$ cat config.mk
export PLATFORM = sky130hd
export DESIGN_NAME = lbs_merge
export DESIGN_NICKNAME = d
export VERILOG_FILES = /design/src/sv/lbs_pkg.sv /design/src/sv/lbs_merge.sv
export SDC_FILE = /design/constraint.sdc
export NUM_CORES = 2
export LEC_CHECK = 0
export ABC_AREA = 0
export BUFFER_PORTS_ARGS = -buffer_cell sky130_fd_sc_hd__buf_2
export CAP_MARGIN = 20
export CELL_PAD_IN_SITES_DETAIL_PLACEMENT = 1
export CELL_PAD_IN_SITES_GLOBAL_PLACEMENT = 2
export CORE_AREA = 10 10 695 697
export CTS_BUF_LIST = sky130_fd_sc_hd__clkbuf_8
export DETAILED_ROUTE_END_ITERATION = 10
export DIE_AREA = 0 0 705 707
export HOLD_SLACK_MARGIN = 0.06
export PLACE_DENSITY = 0.45
export SKIP_CTS_REPAIR_TIMING = 1
export SLEW_MARGIN = 40
export SYNTH_ARGS = -nofsm -noshare
export SYNTH_HDL_FRONTEND = slang
export SYNTH_SLANG_ARGS = --single-unit
export TNS_END_PERCENT = 50
$ cat constraint.sdc
create_clock -name clk -period 5.4 [get_ports clk]
set_input_delay 1.35 -clock clk [delete_from_list [all_inputs] [get_ports clk]]
set_output_delay 1.35 -clock clk [all_outputs]
set_load 0.03 [all_outputs]
$ cat src/sv/lbs_pkg.sv
`default_nettype none
// ----------------------------------------------------------------------------
// lbs_pkg
// Shared constants and types for the linear blend skinning block.
// ----------------------------------------------------------------------------
package lbs_pkg;
    localparam int MAX_BONES  = 256;
    localparam int INFLUENCES = 4;
    localparam int SLOTS      = 12;
    localparam int BONE_W     = 8;
    localparam int SLOT_W     = 4;
    localparam int ADDR_W     = 12;
    localparam int TERM_W     = 50;
    localparam int WTERM_W    = 67;
    localparam int ACC_W      = 69;

    localparam logic CMD_LOAD = 1'b0;
    localparam logic CMD_SKIN = 1'b1;

    typedef struct packed {
        logic signed [TERM_W-1:0] p0;
        logic signed [TERM_W-1:0] p1;
        logic signed [TERM_W-1:0] p2;
        logic signed [TERM_W-1:0] n0;
        logic signed [TERM_W-1:0] n1;
        logic signed [TERM_W-1:0] n2;
    } lane_vec_t;

    typedef struct packed {
        logic signed [WTERM_W-1:0] p0;
        logic signed [WTERM_W-1:0] p1;
        logic signed [WTERM_W-1:0] p2;
        logic signed [WTERM_W-1:0] n0;
        logic signed [WTERM_W-1:0] n1;
        logic signed [WTERM_W-1:0] n2;
    } lane_out_t;

    typedef struct packed {
        logic signed [31:0] px;
        logic signed [31:0] py;
        logic signed [31:0] pz;
        logic signed [31:0] nx;
        logic signed [31:0] ny;
        logic signed [31:0] nz;
    } vtx_t;

    typedef struct packed {
        logic            wen;
        logic [ADDR_W-1:0] waddr;
        logic [31:0]     wdata;
    } load_t;
endpackage
`default_nettype wire

$ cat src/sv/lbs_merge.sv
`default_nettype none
// ----------------------------------------------------------------------------
// lbs_merge
// Sums the weighted lanes, rounds to Q16.16 and saturates.
// ----------------------------------------------------------------------------
module lbs_merge
    import lbs_pkg::*;
(
    input  wire logic      clk,
    input  wire logic      adv,
    input  wire lane_out_t lanes [0:INFLUENCES-1],
    output vtx_t           vtx,
    output logic           sat
);
    logic signed [ACC_W-1:0] acc_reg [0:5];
    logic signed [ACC_W-1:0] sh [0:5];
    logic [31:0] res [0:5];
    logic [5:0]  clip;

    always_ff @(posedge clk)
    begin
        if (adv)
        begin
            acc_reg[0] <= ACC_W'(lanes[0].p0) + ACC_W'(lanes[1].p0)
                + ACC_W'(lanes[2].p0) + ACC_W'(lanes[3].p0);
            acc_reg[1] <= ACC_W'(lanes[0].p1) + ACC_W'(lanes[1].p1)
                + ACC_W'(lanes[2].p1) + ACC_W'(lanes[3].p1);
            acc_reg[2] <= ACC_W'(lanes[0].p2) + ACC_W'(lanes[1].p2)
                + ACC_W'(lanes[2].p2) + ACC_W'(lanes[3].p2);
            acc_reg[3] <= ACC_W'(lanes[0].n0) + ACC_W'(lanes[1].n0)
                + ACC_W'(lanes[2].n0) + ACC_W'(lanes[3].n0);
            acc_reg[4] <= ACC_W'(lanes[0].n1) + ACC_W'(lanes[1].n1)
                + ACC_W'(lanes[2].n1) + ACC_W'(lanes[3].n1);
            acc_reg[5] <= ACC_W'(lanes[0].n2) + ACC_W'(lanes[1].n2)
                + ACC_W'(lanes[2].n2) + ACC_W'(lanes[3].n2);
        end
    end

    always_comb
    begin
        for (int k = 0; k < 6; k++)
        begin
            sh[k] = (acc_reg[k] + ACC_W'(1 << 14)) >>> 15;
            if (sh[k] > ACC_W'(64'sh7FFFFFFF))
            begin
                res[k]  = 32'h7FFFFFFF;
                clip[k] = 1'b1;
            end
            else if (sh[k] < -ACC_W'(64'sh80000000))
            begin
                res[k]  = 32'h80000000;
                clip[k] = 1'b1;
            end
            else
            begin
                res[k]  = sh[k][31:0];
                clip[k] = 1'b0;
            end
        end
    end

    assign vtx.px = res[0];
    assign vtx.py = res[1];
    assign vtx.pz = res[2];
    assign vtx.nx = res[3];
    assign vtx.ny = res[4];
    assign vtx.nz = res[5];
    assign sat    = |clip;
endmodule
`default_nettype wire
==> results.txt <==
- For this run, the post-layout net count is 12140.
- In this run, synthesis inferred 330 flip-flops with an integrated enable.
* Highest cell delay on the worst timing path: 0.54 ns
* Share of layout cells above drive strength 1: 34.93%
- Row generation in the floorplan step produced 252 rows.
* Final-report hold violation count: 0
- The floorplan step defined a core boundary enclosing 0.4692 mm^2.
* Number of setup violations in the final report: 232
- The total count of max-transition violations in the final report is 0.
- In this run the remaining antenna-violating nets after routing total 0.
- In the routed layout, each cell is associated on average with a via count of 3.690.
* Count of TritonRoute iterations in the first routing pass: 7
- The number of global-route vias before repair is 64790.
* Post-Route Utilization: 18.71%
* Post-CTS clock slew at the launch and capture registers of the worst setup and hold paths: 0.06 ns
* Power Total: 39190 uW
* Crit. Startpoint: acc_reg[3][15]
- Initial Util: 12.19%
- The first routing iteration left 2407 violations.
- The initial antenna violation count is 233.
- Placer Congestion: 0.9165
* Multi-input logic area: 0.04253 mm^2
* Sequential-to-total area share from yosys stat: 17.33%
- In the final layout, flip-flops and latches occupy 0.009910 mm^2.
* DIE HEIGHT: 707 um
- Entering global routing, the biggest net connects 69 pins.
* Final period util: 109.9%
* Root buffer selected by CTS: clkbuf_8
- Fillcell total: 55820
- Timing analysis after detailed placement gives a worst setup slack of -1.405 ns.
* Reported leakage power: 0.04288 uW
- Dividing the detail-routed wire length by the instance count gives 25.71 um.
- Walking the worst path, the cells encountered are ha_1, nand4_1, nor4_4, nand2_1, xor2_1, or4_4, or4_4, o31a_4, nor4b_4, nand3_4, buf_8, buf_6.
* Mapped Cells: 6472
- Synthesis instantiated 86 different standard cells from the library.
* Total wire length after detailed routing: 402.5 mm
- Detailed placement HPWL: 372.2 mm
- Detailed routing placed a total of 18.11 mm of wire on met3.
- Syn_nets: 9288
- Power density of the placed cells: 446.4 mW/mm^2
- The commonest cells after synthesis are 1747 x inv_1, 804 x fa_1, 402 x ha_1.
* Congestion Overflow GR: 0
- H-tree level count: 3
- Portion of synthesized cell area occupied by the leading cell type: 28.14%
* Total Die Area: 0.4984 mm^2
- The tool flagged a number of max-cap violations equal to 0.
* Failing checks: negative setup slack
- Wire length of the first global-routing pass: 539.2 mm
- Based on the critical path, the design can be clocked at up to 168.5 MHz.
- Max FFs per register: 330
- The worst setup path is captured at an output port.
- Cell seen most often among critical-path stages: or4_4
* Ys Warns: 0
- Main synth FF type: edfxtp_1
* Placed instance count: 15340
* Start-to-end type of the worst setup path: flip-flop to output port
- Setup repair after global routing could not meet its margin everywhere.
- Setup slack on the critical path of the routed design comes to -0.5356 ns.
* Classification of the worst-slack hold path: primary input to flip-flop
- For the worst setup path, the data arrival time is 4.59 ns.
* Cell types with the largest area share after synthesis: fa_1 28%, edfxtp_1 17%, inv_1 11%
- For this run, the number of standard cells in the final layout without fillers is 15660.
- Data on the critical path is required at its endpoint by 4.05 ns.
- In this run the top signal layer used is met5.
- For the pin with the worst max-slew slack, the measured transition is 0.9356 ns.
* Final critical path time including I/O delays and setup: 5.936 ns
* Number of buffers and inverters on the critical path: 2
* Sinks on Clock Net: 330
- The floorplan step set the die width to 705 um.
- Clock buffers created by TritonCTS: 81
- Post-route DRC: 0
- Detailed routing placed a total of 202.8 mm of wire on met2.
* Worst path slowest cell: edfxtp_1
* M1 WL: 171.5 mm
- The placed instances occupy a cell area of 0.08163 mm^2.
- Port buffering added 1802 buffers.
- In this run the worst path has a maximum fanout of 5.
* Area delta synth->final: 53.51%
- Register bit total from synthesis: 330
- Top-level I/O count: 1803
- Post-synthesis async set-or-reset flop share: 0%
- Averaged over all synthesized cells, the footprint is 8.836 um^2.
- The worst setup path is launched from a flip-flop.
- Max-slew headroom: 36.81%
- In the post-synthesis netlist, the cell with the most instances is inv_1.
* Largest delay share family, worst path: simple AND/OR/NAND/NOR gates
- The critical path ends at sat.
* CTS Buffer Depth: 4
* Largest area contributor in the synthesized netlist: fa_1
- Clock tree from TritonCTS: yes
- Worst ir drop on vdd: 348.7 uV
- Via count: 57760
* Result of the run: complete, but fails checks
- Across every metal layer, demand over resource in global routing totals 15.36%.
- In this run the number of cells on the critical path is 12.
- Total standard cell area after synthesis: 0.05719 mm^2
- Final instance area: 0.08779 mm^2
[metal layers]
| metal | up-vias | GRT usage, % |
|---|---|---|
| li1 | 26670 | - |
| met1 | 29080 | 19.09 |
| met2 | 1461 | 27.82 |
| met3 | 495 | 2.708 |
| met4 | 60 | 2.850 |
| met5 | - | 0 |
[layout by cell type, fill, tap and decap left out, types with 134 or more instances in the layout]
cell type	count
inv_1	1757
xor2_1	254
buf_6	144
buf_4	935
buf_2	1645
nand4_1	134
nand2_1	269
xnor2_1	285
fa_1	804
ha_1	398
a21o_1	185
a21oi_1	347
o21ai_0	215
nand3_1	191
edfxtp_1	330
nor2_1	266
[stage by stage]
stage / TNS [ns] / hold WS [ns]
after global routing: -129.44 / 0.8098
after detailed placement: -142.97 / 1.768
final: -66.76 / 0.9129
after CTS: -171.70 / 0.7665
after floorplan: -0.4964 / 1.463
after global placement: -138.05 / 1.939
[layout make-up]
cell class	instances	area share (%)
multi-input cells	4311	48.44
clock inverters	55	0.4689
well taps	6223	8.869
flip-flops and latches	330	11.29
inverters	1747	7.478
diodes	52	0.1482
repair buffers	2855	22.02
clock buffers	82	1.286
[worst min path at each step]
stage	start	end	slack [ns]	depth (start not counted)
6_report	adv	acc_reg[5][34]	0.91	1
5_1_grt	adv	acc_reg[5][34]	0.81	1
4_1_cts	adv	acc_reg[4][36]	0.77	1
3_5_place_dp	adv	acc_reg[5][34]	1.77	1
3_3_place_gp	adv	acc_reg[5][34]	1.94	1
2_1_floorplan	adv	acc_reg[0][14]	1.46	0
[power breakdown]
part	internal (uW)	switching, uW	leakage, uW	total (uW)
Sequential	4950	1810	0.00323	6760
Clock	1660	1540	0.000804	3200
Combinational	12600	16600	0.0388	29200
[cells by family (layout without fill, tap and decap cells)]
group	after synthesis	in the layout	share of synthesized area (%)
flip-flops	330	330	17.33
other	0	52	0
adder cells (fa/ha/maj)	1206	1206	36.94
AND/OR/NAND/NOR	1321	1321	11.86
XOR/XNOR	550	550	8.423
multiplexers	13	13	0.2407
AO/OA/AOI/OAI	1220	1221	13.16
buffers and inverters	1832	4739	12.05
Power figures use the tool's default switching activity.
